==> config.mk <==
export PLATFORM = sky130hd
export DESIGN_NAME = pulse_width_one_wire_sender_top_flat
export DESIGN_NICKNAME = d
export VERILOG_FILES = /design/src/design/pwows_pkg.sv /design/src/design/pwows_if.sv /design/src/design/pwows_front.sv /design/src/design/pwows_queue.sv /design/src/design/pwows_back.sv /design/src/design/pulse_width_one_wire_sender_top.sv /design/src/flat_wrapper.sv
export SDC_FILE = /design/constraint.sdc
export NUM_CORES = 1
export LEC_CHECK = 0
export BUFFER_PORTS_ARGS = -buffer_cell sky130_fd_sc_hd__buf_2
export CORE_UTILIZATION = 56
export CTS_CLUSTER_DIAMETER = 30
export DETAILED_ROUTE_END_ITERATION = 16
export GPL_TIMING_DRIVEN = 0
export PLACE_DENSITY = 0.84
export SLEW_MARGIN = 20
export SYNTH_ARGS = -nofsm -noshare
export SYNTH_HDL_FRONTEND = slang
export SYNTH_SLANG_ARGS = --single-unit
==> constraint.sdc <==
create_clock -name clk -period 3.7 [get_ports clk]
set_input_delay 0.185 -clock clk [delete_from_list [all_inputs] [get_ports clk]]
set_output_delay 0.185 -clock clk [all_outputs]
set_load 0.005 [all_outputs]
==> src/design/pwows_pkg.sv <==
// ----------------------------------------------------------------------------
// pwows_pkg
// Shared types and constants of the pulse-width one-wire sender.
// ----------------------------------------------------------------------------
package pwows_pkg;

	localparam int WORD_BITS   = 16;
	localparam int HALF_BITS   = WORD_BITS / 2;
	localparam int BITS_CNT_W  = 5;
	localparam int CFG_IDX_W   = 3;
	localparam int QUEUE_DEPTH = 2;

	localparam logic [15:0] VOL_BASE      = 16'hFFE0;
	localparam logic [15:0] VOL_MAX_PCT   = 16'd100;
	localparam logic [3:0]  VOL_MAX_LEVEL = 4'd15;
	// percent * 15 / 100 as percent * 9840 >> 16, exact for 0..100
	localparam logic [13:0] VOL_RECIP     = 14'd9840;

	localparam logic [15:0] RST_SHORT     = 16'd65;
	localparam logic [15:0] RST_LONG      = 16'd195;
	localparam logic [15:0] RST_LEAD_HIGH = 16'd6000;
	localparam logic [15:0] RST_LEAD_LOW  = 16'd6000;
	localparam logic [15:0] RST_GAP_HIGH  = 16'd3000;
	localparam logic [15:0] RST_GAP_LOW   = 16'd6000;

	typedef enum logic [1:0] {
		CMD_TICK   = 2'd0,
		CMD_WORD   = 2'd1,
		CMD_VOLUME = 2'd2,
		CMD_UNUSED = 2'd3
	} cmd_t;

	typedef enum logic [CFG_IDX_W-1:0] {
		REG_SHORT     = 3'd0,
		REG_LONG      = 3'd1,
		REG_LEAD_HIGH = 3'd2,
		REG_LEAD_LOW  = 3'd3,
		REG_GAP_HIGH  = 3'd4,
		REG_GAP_LOW   = 3'd5
	} reg_idx_t;

	typedef enum logic [1:0] {
		KIND_NOP   = 2'd0,
		KIND_TICK  = 2'd1,
		KIND_START = 2'd2
	} kind_t;

	typedef enum logic [2:0] {
		PH_IDLE      = 3'd0,
		PH_LEAD_HIGH = 3'd1,
		PH_LEAD_LOW  = 3'd2,
		PH_BIT_HIGH  = 3'd3,
		PH_BIT_LOW   = 3'd4,
		PH_GAP_HIGH  = 3'd5,
		PH_GAP_LOW   = 3'd6
	} phase_t;

	typedef struct packed {
		kind_t       kind;
		logic [15:0] word;
	} item_t;

	typedef struct packed {
		logic  valid;
		item_t item;
	} queue_head_t;

endpackage

==> src/design/pwows_if.sv <==
// ----------------------------------------------------------------------------
// pwows_if
// Channel interfaces of the pulse-width one-wire sender.
// ----------------------------------------------------------------------------
interface pwows_in_if;
	logic        valid;
	logic        ready;
	logic [1:0]  cmd;
	logic [15:0] word;
	logic signed [15:0] volume_percent;

	modport source (output valid, cmd, word, volume_percent, input ready);
	modport sink   (input valid, cmd, word, volume_percent, output ready);
endinterface

interface pwows_out_if;
	logic valid;
	logic ready;
	logic line_level;
	logic sending;
	logic frame_done;
	logic start_rejected;

	modport source (output valid, line_level, sending, frame_done, start_rejected,
		input ready);
	modport sink   (input valid, line_level, sending, frame_done, start_rejected,
		output ready);
endinterface

interface pwows_cfg_if;
	logic        valid;
	logic        ready;
	logic [2:0]  index;
	logic [15:0] data;

	modport source (output valid, index, data, input ready);
	modport sink   (input valid, index, data, output ready);
endinterface

==> src/design/pwows_front.sv <==
// ----------------------------------------------------------------------------
// pwows_front
// Classifies input items and builds the frame word for start items.
// ----------------------------------------------------------------------------
module pwows_front (
	input  logic [1:0]         cmd,
	input  logic [15:0]        word,
	input  logic signed [15:0] volume_percent,
	output pwows_pkg::item_t   item
);

	logic [20:0] vol_prod;
	logic [3:0]  vol_level;

	always_comb begin
		vol_prod = 21'({7'(volume_percent[6:0])} * {7'd0, pwows_pkg::VOL_RECIP});
		if (!volume_percent[15] && (volume_percent > $signed(pwows_pkg::VOL_MAX_PCT))) begin
			vol_level = pwows_pkg::VOL_MAX_LEVEL;
		end else if (volume_percent[15]) begin
			vol_level = 4'd0;
		end else begin
			vol_level = vol_prod[19:16];
		end
	end

	always_comb begin
		case (pwows_pkg::cmd_t'(cmd))
			pwows_pkg::CMD_TICK: begin
				item.kind = pwows_pkg::KIND_TICK;
				item.word = word;
			end
			pwows_pkg::CMD_WORD: begin
				item.kind = pwows_pkg::KIND_START;
				item.word = word;
			end
			pwows_pkg::CMD_VOLUME: begin
				item.kind = pwows_pkg::KIND_START;
				item.word = pwows_pkg::VOL_BASE + {12'd0, vol_level};
			end
			default: begin
				item.kind = pwows_pkg::KIND_NOP;
				item.word = word;
			end
		endcase
	end

endmodule

==> src/design/pwows_queue.sv <==
// ----------------------------------------------------------------------------
// pwows_queue
// Short queue of classified items between the front and the back.
// ----------------------------------------------------------------------------
module pwows_queue #(
	parameter int DEPTH = pwows_pkg::QUEUE_DEPTH
) (
	input  logic                     clk,
	input  logic                     arst_n,
	input  logic                     push,
	input  pwows_pkg::item_t         push_item,
	output logic                     full,
	input  logic                     pop,
	output pwows_pkg::queue_head_t   head
);

	localparam int PTR_W = (DEPTH > 1) ? $clog2(DEPTH) : 1;
	localparam int CNT_W = $clog2(DEPTH + 1);
	localparam logic [PTR_W-1:0] LAST = PTR_W'(DEPTH - 1);
	localparam logic [CNT_W-1:0] FULL_CNT = CNT_W'(DEPTH);

	pwows_pkg::item_t   mem_q [DEPTH];
	logic [PTR_W-1:0]   wr_ptr_q;
	logic [PTR_W-1:0]   rd_ptr_q;
	logic [CNT_W-1:0]   count_q;

	assign full       = (count_q == FULL_CNT);
	assign head.valid = (count_q != '0);
	assign head.item  = mem_q[rd_ptr_q];

	always_ff @(posedge clk) begin
		if (push) begin
			mem_q[wr_ptr_q] <= push_item;
		end
	end

	always_ff @(posedge clk or negedge arst_n) begin
		if (!arst_n) begin
			wr_ptr_q <= '0;
			rd_ptr_q <= '0;
			count_q  <= '0;
		end else begin
			if (push) begin
				wr_ptr_q <= (wr_ptr_q == LAST) ? '0 : wr_ptr_q + PTR_W'(1);
			end
			if (pop) begin
				rd_ptr_q <= (rd_ptr_q == LAST) ? '0 : rd_ptr_q + PTR_W'(1);
			end
			if (push && !pop) begin
				count_q <= count_q + CNT_W'(1);
			end else if (pop && !push) begin
				count_q <= count_q - CNT_W'(1);
			end
		end
	end

endmodule

==> src/design/pwows_back.sv <==
// ----------------------------------------------------------------------------
// pwows_back
// Frame sequencer, timing registers and result register.
// ----------------------------------------------------------------------------
module pwows_back (
	input  logic                   clk,
	input  logic                   arst_n,
	input  pwows_pkg::queue_head_t head,
	output logic                   pop,
	pwows_cfg_if.sink              cfg,
	pwows_out_if.source            rsp
);

	logic [15:0] short_q, long_q, lead_high_q, lead_low_q, gap_high_q, gap_low_q;

	pwows_pkg::phase_t                  phase_q, phase_d;
	logic [15:0]                        tick_q, tick_d;
	logic [15:0]                        shift_q, shift_d;
	logic [pwows_pkg::BITS_CNT_W-1:0]   bits_q, bits_d, bits_inc;
	logic                               line_q, line_d;
	logic                               done_d, rejected_d;

	logic [15:0] seg_ticks;
	logic        seg_end;
	logic        is_tick, is_start, busy;

	logic out_valid_q, out_line_q, out_sending_q, out_done_q, out_rejected_q;

	assign pop       = head.valid && (!out_valid_q || rsp.ready);
	assign busy      = (phase_q != pwows_pkg::PH_IDLE);
	assign is_tick   = pop && (head.item.kind == pwows_pkg::KIND_TICK);
	assign is_start  = pop && (head.item.kind == pwows_pkg::KIND_START);
	assign bits_inc  = bits_q + pwows_pkg::BITS_CNT_W'(1);
	assign seg_end   = ({1'b0, tick_q} + 17'd1) >= {1'b0, seg_ticks};

	assign cfg.ready = 1'b1;

	always_ff @(posedge clk or negedge arst_n) begin
		if (!arst_n) begin
			short_q     <= pwows_pkg::RST_SHORT;
			long_q      <= pwows_pkg::RST_LONG;
			lead_high_q <= pwows_pkg::RST_LEAD_HIGH;
			lead_low_q  <= pwows_pkg::RST_LEAD_LOW;
			gap_high_q  <= pwows_pkg::RST_GAP_HIGH;
			gap_low_q   <= pwows_pkg::RST_GAP_LOW;
		end else if (cfg.valid) begin
			case (pwows_pkg::reg_idx_t'(cfg.index))
				pwows_pkg::REG_SHORT:     short_q     <= cfg.data;
				pwows_pkg::REG_LONG:      long_q      <= cfg.data;
				pwows_pkg::REG_LEAD_HIGH: lead_high_q <= cfg.data;
				pwows_pkg::REG_LEAD_LOW:  lead_low_q  <= cfg.data;
				pwows_pkg::REG_GAP_HIGH:  gap_high_q  <= cfg.data;
				pwows_pkg::REG_GAP_LOW:   gap_low_q   <= cfg.data;
				default: ;
			endcase
		end
	end

	always_comb begin
		case (phase_q)
			pwows_pkg::PH_LEAD_HIGH: seg_ticks = lead_high_q;
			pwows_pkg::PH_LEAD_LOW:  seg_ticks = lead_low_q;
			pwows_pkg::PH_GAP_HIGH:  seg_ticks = gap_high_q;
			pwows_pkg::PH_GAP_LOW:   seg_ticks = gap_low_q;
			pwows_pkg::PH_BIT_HIGH:  seg_ticks = shift_q[0] ? long_q : short_q;
			pwows_pkg::PH_BIT_LOW:   seg_ticks = shift_q[0] ? short_q : long_q;
			default:                 seg_ticks = 16'd1;
		endcase
	end

	// next state
	always_comb begin
		phase_d = phase_q;
		if (is_start && !busy) begin
			phase_d = pwows_pkg::PH_LEAD_HIGH;
		end else if (is_tick && busy && seg_end) begin
			case (phase_q)
				pwows_pkg::PH_LEAD_HIGH: phase_d = pwows_pkg::PH_LEAD_LOW;
				pwows_pkg::PH_LEAD_LOW:  phase_d = pwows_pkg::PH_BIT_HIGH;
				pwows_pkg::PH_GAP_LOW:   phase_d = pwows_pkg::PH_BIT_HIGH;
				pwows_pkg::PH_BIT_HIGH:  phase_d = pwows_pkg::PH_BIT_LOW;
				pwows_pkg::PH_GAP_HIGH:  phase_d = pwows_pkg::PH_GAP_LOW;
				pwows_pkg::PH_BIT_LOW: begin
					if (bits_inc >= pwows_pkg::BITS_CNT_W'(pwows_pkg::WORD_BITS)) begin
						phase_d = pwows_pkg::PH_IDLE;
					end else if (bits_inc == pwows_pkg::BITS_CNT_W'(pwows_pkg::HALF_BITS)) begin
						phase_d = pwows_pkg::PH_GAP_HIGH;
					end else begin
						phase_d = pwows_pkg::PH_BIT_HIGH;
					end
				end
				default: phase_d = pwows_pkg::PH_IDLE;
			endcase
		end
	end

	// datapath and flags
	always_comb begin
		tick_d     = tick_q;
		shift_d    = shift_q;
		bits_d     = bits_q;
		line_d     = line_q;
		done_d     = 1'b0;
		rejected_d = 1'b0;
		if (is_start) begin
			if (busy) begin
				rejected_d = 1'b1;
			end else begin
				// high byte first, each byte lsb first
				shift_d = {head.item.word[7:0], head.item.word[15:8]};
				bits_d  = '0;
				tick_d  = '0;
				line_d  = 1'b1;
			end
		end else if (is_tick && busy) begin
			if (!seg_end) begin
				tick_d = tick_q + 16'd1;
			end else begin
				tick_d = '0;
				case (phase_q)
					pwows_pkg::PH_LEAD_HIGH,
					pwows_pkg::PH_BIT_HIGH,
					pwows_pkg::PH_GAP_HIGH: line_d = 1'b0;
					pwows_pkg::PH_LEAD_LOW,
					pwows_pkg::PH_GAP_LOW:  line_d = 1'b1;
					pwows_pkg::PH_BIT_LOW: begin
						shift_d = {1'b0, shift_q[15:1]};
						bits_d  = bits_inc;
						line_d  = 1'b1;
						done_d  = (bits_inc >= pwows_pkg::BITS_CNT_W'(pwows_pkg::WORD_BITS));
					end
					default: ;
				endcase
			end
		end
	end

	always_ff @(posedge clk or negedge arst_n) begin
		if (!arst_n) begin
			phase_q <= pwows_pkg::PH_IDLE;
			tick_q  <= '0;
			shift_q <= '0;
			bits_q  <= '0;
			line_q  <= 1'b0;
		end else begin
			phase_q <= phase_d;
			tick_q  <= tick_d;
			shift_q <= shift_d;
			bits_q  <= bits_d;
			line_q  <= line_d;
		end
	end

	always_ff @(posedge clk or negedge arst_n) begin
		if (!arst_n) begin
			out_valid_q <= 1'b0;
		end else if (pop) begin
			out_valid_q <= 1'b1;
		end else if (rsp.ready) begin
			out_valid_q <= 1'b0;
		end
	end

	always_ff @(posedge clk) begin
		if (pop) begin
			out_line_q     <= line_d;
			out_sending_q  <= (phase_d != pwows_pkg::PH_IDLE);
			out_done_q     <= done_d;
			out_rejected_q <= rejected_d;
		end
	end

	assign rsp.valid          = out_valid_q;
	assign rsp.line_level     = out_line_q;
	assign rsp.sending        = out_sending_q;
	assign rsp.frame_done     = out_done_q;
	assign rsp.start_rejected = out_rejected_q;

endmodule

==> src/design/pulse_width_one_wire_sender_top.sv <==
// ----------------------------------------------------------------------------
// pulse_width_one_wire_sender_top
// Pulse-width one-wire sender advanced by tick items.
//
//   channel  role    payload
//   req      sink    cmd, word, volume_percent
//   rsp      source  line_level, sending, frame_done, start_rejected
//   cfg      sink    index, data (always ready)
//
// one item per cycle sustained while rsp is ready; a result reaches rsp after its transfer
// via decode into the queue at the transfer, then the sequencer into the result register
// rsp stalls fill the queue, then req.ready drops; configuration is never stalled
// asynchronous reset loads the timing registers with their defaults
// ----------------------------------------------------------------------------
module pulse_width_one_wire_sender_top #(
	parameter int QUEUE_DEPTH = pwows_pkg::QUEUE_DEPTH
) (
	input  logic         clk,
	input  logic         arst_n,
	pwows_in_if.sink     req,
	pwows_out_if.source  rsp,
	pwows_cfg_if.sink    cfg
);

	pwows_pkg::item_t       item;
	pwows_pkg::queue_head_t head;
	logic                   full;
	logic                   pop;
	logic                   push;

	assign req.ready = !full;
	assign push      = req.valid && !full;

	pwows_front u_front (
		.cmd            (req.cmd),
		.word           (req.word),
		.volume_percent (req.volume_percent),
		.item           (item)
	);

	pwows_queue #(
		.DEPTH (QUEUE_DEPTH)
	) u_queue (
		.clk       (clk),
		.arst_n    (arst_n),
		.push      (push),
		.push_item (item),
		.full      (full),
		.pop       (pop),
		.head      (head)
	);

	pwows_back u_back (
		.clk    (clk),
		.arst_n (arst_n),
		.head   (head),
		.pop    (pop),
		.cfg    (cfg),
		.rsp    (rsp)
	);

endmodule
==> src/flat_wrapper.sv <==
// flat-port wrapper written by rule: the top's interface ports become plain ports
module pulse_width_one_wire_sender_top_flat 
#(
	parameter int QUEUE_DEPTH = pwows_pkg::QUEUE_DEPTH
)
  (clk, arst_n, req_valid, req_cmd, req_word, req_volume_percent, req_ready, rsp_valid, rsp_line_level, rsp_sending, rsp_frame_done, rsp_start_rejected, rsp_ready, cfg_valid, cfg_index, cfg_data, cfg_ready);
  pwows_in_if req_i ();
  pwows_out_if rsp_i ();
  pwows_cfg_if cfg_i ();
  input  logic clk;
  input  logic arst_n;
  input wire logic [$bits(req_i.valid)-1:0] req_valid;
  input wire logic [$bits(req_i.cmd)-1:0] req_cmd;
  input wire logic [$bits(req_i.word)-1:0] req_word;
  input wire logic [$bits(req_i.volume_percent)-1:0] req_volume_percent;
  output wire logic [$bits(req_i.ready)-1:0] req_ready;
  output wire logic [$bits(rsp_i.valid)-1:0] rsp_valid;
  output wire logic [$bits(rsp_i.line_level)-1:0] rsp_line_level;
  output wire logic [$bits(rsp_i.sending)-1:0] rsp_sending;
  output wire logic [$bits(rsp_i.frame_done)-1:0] rsp_frame_done;
  output wire logic [$bits(rsp_i.start_rejected)-1:0] rsp_start_rejected;
  input wire logic [$bits(rsp_i.ready)-1:0] rsp_ready;
  input wire logic [$bits(cfg_i.valid)-1:0] cfg_valid;
  input wire logic [$bits(cfg_i.index)-1:0] cfg_index;
  input wire logic [$bits(cfg_i.data)-1:0] cfg_data;
  output wire logic [$bits(cfg_i.ready)-1:0] cfg_ready;
  assign req_i.valid = req_valid;
  assign req_i.cmd = req_cmd;
  assign req_i.word = req_word;
  assign req_i.volume_percent = req_volume_percent;
  assign req_ready = req_i.ready;
  assign rsp_valid = rsp_i.valid;
  assign rsp_line_level = rsp_i.line_level;
  assign rsp_sending = rsp_i.sending;
  assign rsp_frame_done = rsp_i.frame_done;
  assign rsp_start_rejected = rsp_i.start_rejected;
  assign rsp_i.ready = rsp_ready;
  assign cfg_i.valid = cfg_valid;
  assign cfg_i.index = cfg_index;
  assign cfg_i.data = cfg_data;
  assign cfg_ready = cfg_i.ready;
  pulse_width_one_wire_sender_top #(.QUEUE_DEPTH(QUEUE_DEPTH)) u_core (.clk(clk), .arst_n(arst_n), .req(req_i), .rsp(rsp_i), .cfg(cfg_i));
endmodule
Yosys cells after proc, flatten, opt, wreduce, memory -nomap -nowiden
Memories as Yosys holds them, arrays and structs flattened.
Cells that the tools add are included.

operators by class
  add/subtract/negate cells = 8
  multiply operators = 1
  div/mod/pow operators = 0
  order comparisons = 3
  equality and inequality tests = 18
  shift operators = 0
  multiplexer cells = 39
  bitwise logic cells = 3
  reductions and logical operators = 39

operators with widths
  kind                   count
  $mux 16                11
  $pmux 16 s6            1
  $pmux 18 s3            1
  $mux 5                 5
  $add 16x1->17 const B  1
  $ge 17x16->1           1
  $add 16x1->16 const B  1
  $gt 16x8->1 const B    1
  $mul 7x10->16 const B  1
  $eq 3x3->1 const B     5
  $pmux 3 s5             1
  $reduce_and 2->1       7
  $eq 3x2->1 const B     4
  $mux 3                 4
  $reduce_bool 2->1      6
  $mux 1                 11
  $logic_and 1x1->1      10
  $mux 4                 2
  $add 6x5->7 const A    1
  $eq 2x2->1 const B     3
  $eq 3x1->1 const B     2
  $logic_not 1->1        6
  $reduce_bool 3->1      2
  $reduce_or 3->1        2
  other kinds (17)       22

storage, ports and cells
  flip-flop bits (word level) = 146
  bits in latches = 0
  bits in writable memories = 36
  bits in read-only memories = 0
  input bits = 58
  output and inout bits = 7
  word-level logic and storage cells = 131
  memories = 1

memory list
  name                  depth  bits a word  read ports  clocked after memory_dff  wr ports  line               RTL
  u_core.u_queue.mem_q  2      18           1           0                         1         pwows_queue.sv:22  pwows_pkg::item_t mem_q [DEPTH];

Longest topological paths before layout
  word-level depth = 9
  depth in mapped cells = 17
  depth with buffers taken out = 15

By module
Synthesis repeated with hierarchy kept, for this count alone.

second synthesis, totals
  cells, all modules = 893
  area total of the unflattened synthesis = 10,372.4 um^2

modules (own cells, without submodules)
  module                           times used  cells each  area each (um^2)  seq. area each (um^2)
  pwows_back                       1           643         7,352.1           3,616.0
  pwows_queue                      1           72          1,537.7           1,181.1
  pwows_front                      1           176         1,472.7           0.0
  pulse_width_one_wire_sender_top  1           2           10.0              0.0

Least setup slack after synthesis
OpenSTA, ideal clock, no wires.

  path type = register to register
  from = reg u_core.u_back.shift_q[0]
  to = reg u_core.u_back.shift_q[13]
  library setup time = 125 ps
  arrival time = 3,819 ps
  required time = 3,575 ps
  path slack = -244 ps
  cell stages (with the launch flop) = 16
  path buffers = 5
  clock period less this slack = 3,944 ps
  cells stage by stage = dfrtp_1 clkbuf_1 buf_1 buf_1 mux2i_1 o211ai_1 a221oi_1 ha_1 and4_1 nor3b_1 a211oi_1 o211a_1 buf_6 o31ai_4 buf_6 mux2_4

between the ends
  cells in the longest elaborated chain, start to end = 5
  elaborated cells on any way between the ends = 6
  those cells by class = 1 x order compare; 3 x mux; 2 x reduce/logical

RTL lines
  item                                  line                                RTL
  start, declared                       pwows_back.sv:18                    logic [15:0] shift_q, shift_d;
  start signal, assigned                pwows_back.sv:148                   shift_q <= shift_d;
  $mux 16, on equally long branches     pwows_back.sv:66, pwows_back.sv:65
  $pmux 16 s6 *                         pwows_back.sv:60                    case (phase_q)
  $ge 17x16->1 *                        pwows_back.sv:34                    assign seg_end = ({1'b0, tick_q} + 17'd1) >= {1'b0, seg_ticks};
  $reduce_bool 2->1 (no source line) *  n/a
  $reduce_and 4->1 (no source line) *   n/a

Every way passes the cells marked *; elsewhere a longest branch is shown, timed or not.
A chain may end at the register's enable or synchronous reset.

Worst setup path after layout
  from = reg u_core.u_back.phase_q[0]
  to = reg u_core.u_back.shift_q[2]

between the ends
  cells in the longest elaborated chain, start to end = 5
  elaborated cells on any way between the ends = 15
  those cells by class = 1 x order compare; 7 x eq/ne; 1 x mux; 6 x reduce/logical

RTL lines
  item                                 line                                 RTL
  start, declared                      pwows_back.sv:16                     pwows_pkg::phase_t phase_q, phase_d;
  start signal, assigned               pwows_back.sv:140                    phase_q <= pwows_pkg::PH_IDLE;
  start signal, assigned               pwows_back.sv:146                    phase_q <= phase_d;
  $eq 3x3->1 (tied with other cells)   pwows_back.sv:60, pwows_back.sv:120
  $pmux 16 s6                          pwows_back.sv:60
  $ge 17x16->1                         pwows_back.sv:34
  $reduce_bool 2->1 (no source line)   n/a
  $reduce_and 4->1 (no source line) *  n/a

Marked as above.

==> metrics.txt <==
CP Class=register to register; number of flops mapped to enable cells by yosys=40; mapped cell area=10,300 um2; FMAX=0.271 GHz; Slew @ Worst Pin=0.833 ns; Maximum Capacitance Violations=0; IO Port Bufs=61; pre-CTS setup slack=-1.24 ns; layout cells sized above 1=33.4%; Clock Skew=0.0124 ns; Synth top area share=26.3%; die width=137 um; Final Cycle Share=99.8%; Sink Count=182; gr usage total=26.7%; crit-path max FO=10; vias post-DR=7,701; fin cells=1,237; initial antenna violation count=1; Final Hold Vio Count=0; most common cell after layout, fill and taps aside=mux2_2; Die Ht=137 um; ANT cells=0; Setup crit start=u_core.u_back.phase_q[0]; R2R Path Start=u_core.u_back.phase_q[0]; cell accounting for the most synthesized area=dfrtp_1; worst r2r dst=u_core.u_back.shift_q[2]; Avg Inst Size Synth=11.6 um2; synthesis-stage register bit count=182; Area Growth Syn to Fin=17.7%; total area of sequential cells=4800 um2; r2r setup slk=0.009 ns; Min-Delay Path Class=primary input to register; syn_nets=1,022; Synth Flop Type=dfrtp_1; Final WS setup=0.00891 ns; clock tree buffer depth=2; Clock Latency Late Sink=0.45 ns; Num CTS Buffers=17; Placed Cells=1,180; slowest stage delay, CP=0.50 ns; Starting Density=57.2%; IR drop worst, VDD=0.000384 V; vias in the first global route=7,731; crit path DAT=4.01 ns; Routed WL=25.3 mm; slew margin rel.=44.4%; Setup crit end kind=register; Placer Congestion=0.824; # DRC=0; Pre-Repair DR Iteration Count=5; most used cell, CP=buf_6; hold_ws=0.0424 ns; die area=18,900 um2; Post-DP HPWL=15.7 mm; Total Nets Final=1,130; commonest cells after routing, fill and taps aside=mux2_2 (110), dfrtp_1 (104), buf_2 (65), ha_1 (64), nand2_1 (51); Routed wire per std cell=20.4 um; Seq/Total Area, Yosys=46.7%; number of antenna-violating nets in the routed design=0; # rows=49; grt total ovfl=0; slowest CP cell=dfrtp_2; Mapped Cells=887; cells along the critical path=nand2b_1 -> nor2_4 -> clkbuf_8 -> a21oi_1 -> o211ai_1 -> a221oi_1 -> ha_1 -> o21ai_0 -> nor3b_2 -> a211oi_2 -> o211a_1 -> buf_6 -> o31ai_4 -> buf_6 -> mux2_4; Iter 0 DRT Violations=650; synth top area cells=dfrtp_1 (26%), mux2_2 (12%), edfxtp_1 (12%); CTS root buf=clkbuf_16; status=finished, final reports clean; R2R depth=15; synth unique cells=67; PD cells=637 nW/um2; Setup Viol. Count Final=0; FFs w/ async S/R, synth=78.0%; area of the multi-input gates=5350 um2; min cycle time layout=3.69 ns; CP Launch Type=register; total core area=18,000 um2; io pins=65; leakage=5.44 nW; Fillers=1,153; TritonCTS clock tree=yes; H-tree depth=4; Slew Limit Fails=0; first-pass GRT wire length=38.3 mm; vias per std cell=6.23; largest net degree at the start of global routing=88; crit path to=u_core.u_back.shift_q[2]; required time worst endpoint=4.02 ns; Clk pin slew, worst setup/hold paths=0.08 ns; Ys Warns=0
## state kept, by name (all words and copies together), names as in the netlist, 5 cells and up
register,cells
u_core.u_queue.mem_q,36
u_core.u_back.gap_low_q,16
u_core.u_back.long_q,16
u_core.u_back.gap_high_q,16
u_core.u_back.lead_high_q,16
u_core.u_back.short_q,16
u_core.u_back.tick_q,16
u_core.u_back.bits_q,5
u_core.u_back.shift_q,16
u_core.u_back.lead_low_q,16
## worst max-delay path: cells and delay by family (launching register included)
kind / cells / cell delay [ns]
compound gates: 7 / 1.57
flops: 1 / 0.50
simple gates: 3 / 0.36
mux: 1 / 0.30
fa+ha+maj: 1 / 0.35
buf+inv: 3 / 0.50
## what timing repair did
action,in CTS,in global routing
gates cloned,0,1
endpoints found under the setup margin,44,39
resized for setup,43,27
buffers inserted,9,18
endpoints found under the hold margin,53,0
pin swaps,3,15
hold buffers,1,0
## cells by family after synthesis
logic type                 Yosys count  share of synthesized area, %
adders and majority gates           77                          10.2
and+or+nand+nor                    198                          9.97
other                                1                        0.0365
DFF                                182                          46.7
buffers and inverters               88                          3.46
muxes                              161                          17.3
AOI/OAI and AO/OA                  156                          10.4
xor gates and xnor gates            24                          2.04
## how the worst min path moves through the flow
stage,endpoint,from,cells past startpoint
2_1_floorplan,u_core.u_back.bits_q[0],arst_n,0
3_3_place_gp,u_core.u_queue.count_q[1],u_core.u_queue.count_q[1],1
3_5_place_dp,u_core.u_back.tick_q[11],arst_n,1
4_1_cts,u_core.u_back.lead_high_q[6],cfg_data[6],2
5_1_grt,u_core.u_queue.mem_q[0][4],req_word[4],2
6_report,u_core.u_queue.mem_q[0][4],req_word[4],2
## cell type report
class / instances / area share [%]
Multi-Input combinational cell: 617 / 44.2
Sequential cell: 182 / 39.7
Timing Repair Buffer: 92 / 5.06
Clock buffer: 17 / 3.52
Tap cell: 229 / 2.37
Buffer: 41 / 2.05
Clock inverter: 15 / 1.73
Inverter: 44 / 1.36
## stage by stage
| step | area [um2] | power [W] | TNS [ns] | util (%) |
|---|---|---|---|---|
| 6_report | 12100 | 0.00771 | 0 | 67.4 |
| 4_1_cts | 11800 | 0.00738 | 0 | 65.8 |
| 3_3_place_gp | 10900 | 0.00514 | -42.83 | 60.5 |
| 5_1_grt | 12100 | 0.00807 | -1.81 | 67.4 |
| 2_1_floorplan | 10300 | 0.00458 | 0 | - |
| 3_5_place_dp | 11000 | 0.00528 | -43.69 | 61.0 |
## Yosys cell counts (3+ instances only)
cell type / number
a211oi_1: 4
a21o_1: 12
a21oi_1: 33
a221o_1: 7
a221oi_1: 19
a22o_1: 3
a31o_2: 4
a31oi_1: 4
and2_1: 4
and3_1: 10
buf_1: 4
buf_2: 5
clkbuf_1: 32
dfrtp_1: 108
dfstp_2: 34
edfxtp_1: 40
fa_1: 11
ha_1: 66
inv_1: 44
mux2_2: 110
mux2_4: 5
mux2i_1: 46
nand2_1: 52
nand2b_1: 5
nand3_1: 24
nand4_1: 5
nor2_1: 42
nor2b_1: 7
nor3_1: 13
nor3b_1: 9
nor4_1: 5
o211ai_1: 13
o21ai_0: 37
or2_2: 3
or3_1: 3
xnor2_1: 11
xor2_1: 13
## power breakdown
part	total (W)	internal, W	switching (W)
combinational	0.00281	0.00131	0.00151
sequential	0.00296	0.00262	0.000340
clock	0.00194	0.00105	0.000889
total	0.00771	0.00497	0.00274
## routing by layer
layer | wire length [um] | global-route usage, % | vias up
li1 | - | - | 3472
met1 | 10100 | 31.5 | 3878
met2 | 12900 | 46.4 | 276
met3 | 1390 | 5.33 | 75
met4 | 923 | 12.8 | 0
met5 | 0 | 0 | -
(Power assumes the default switching activity.)
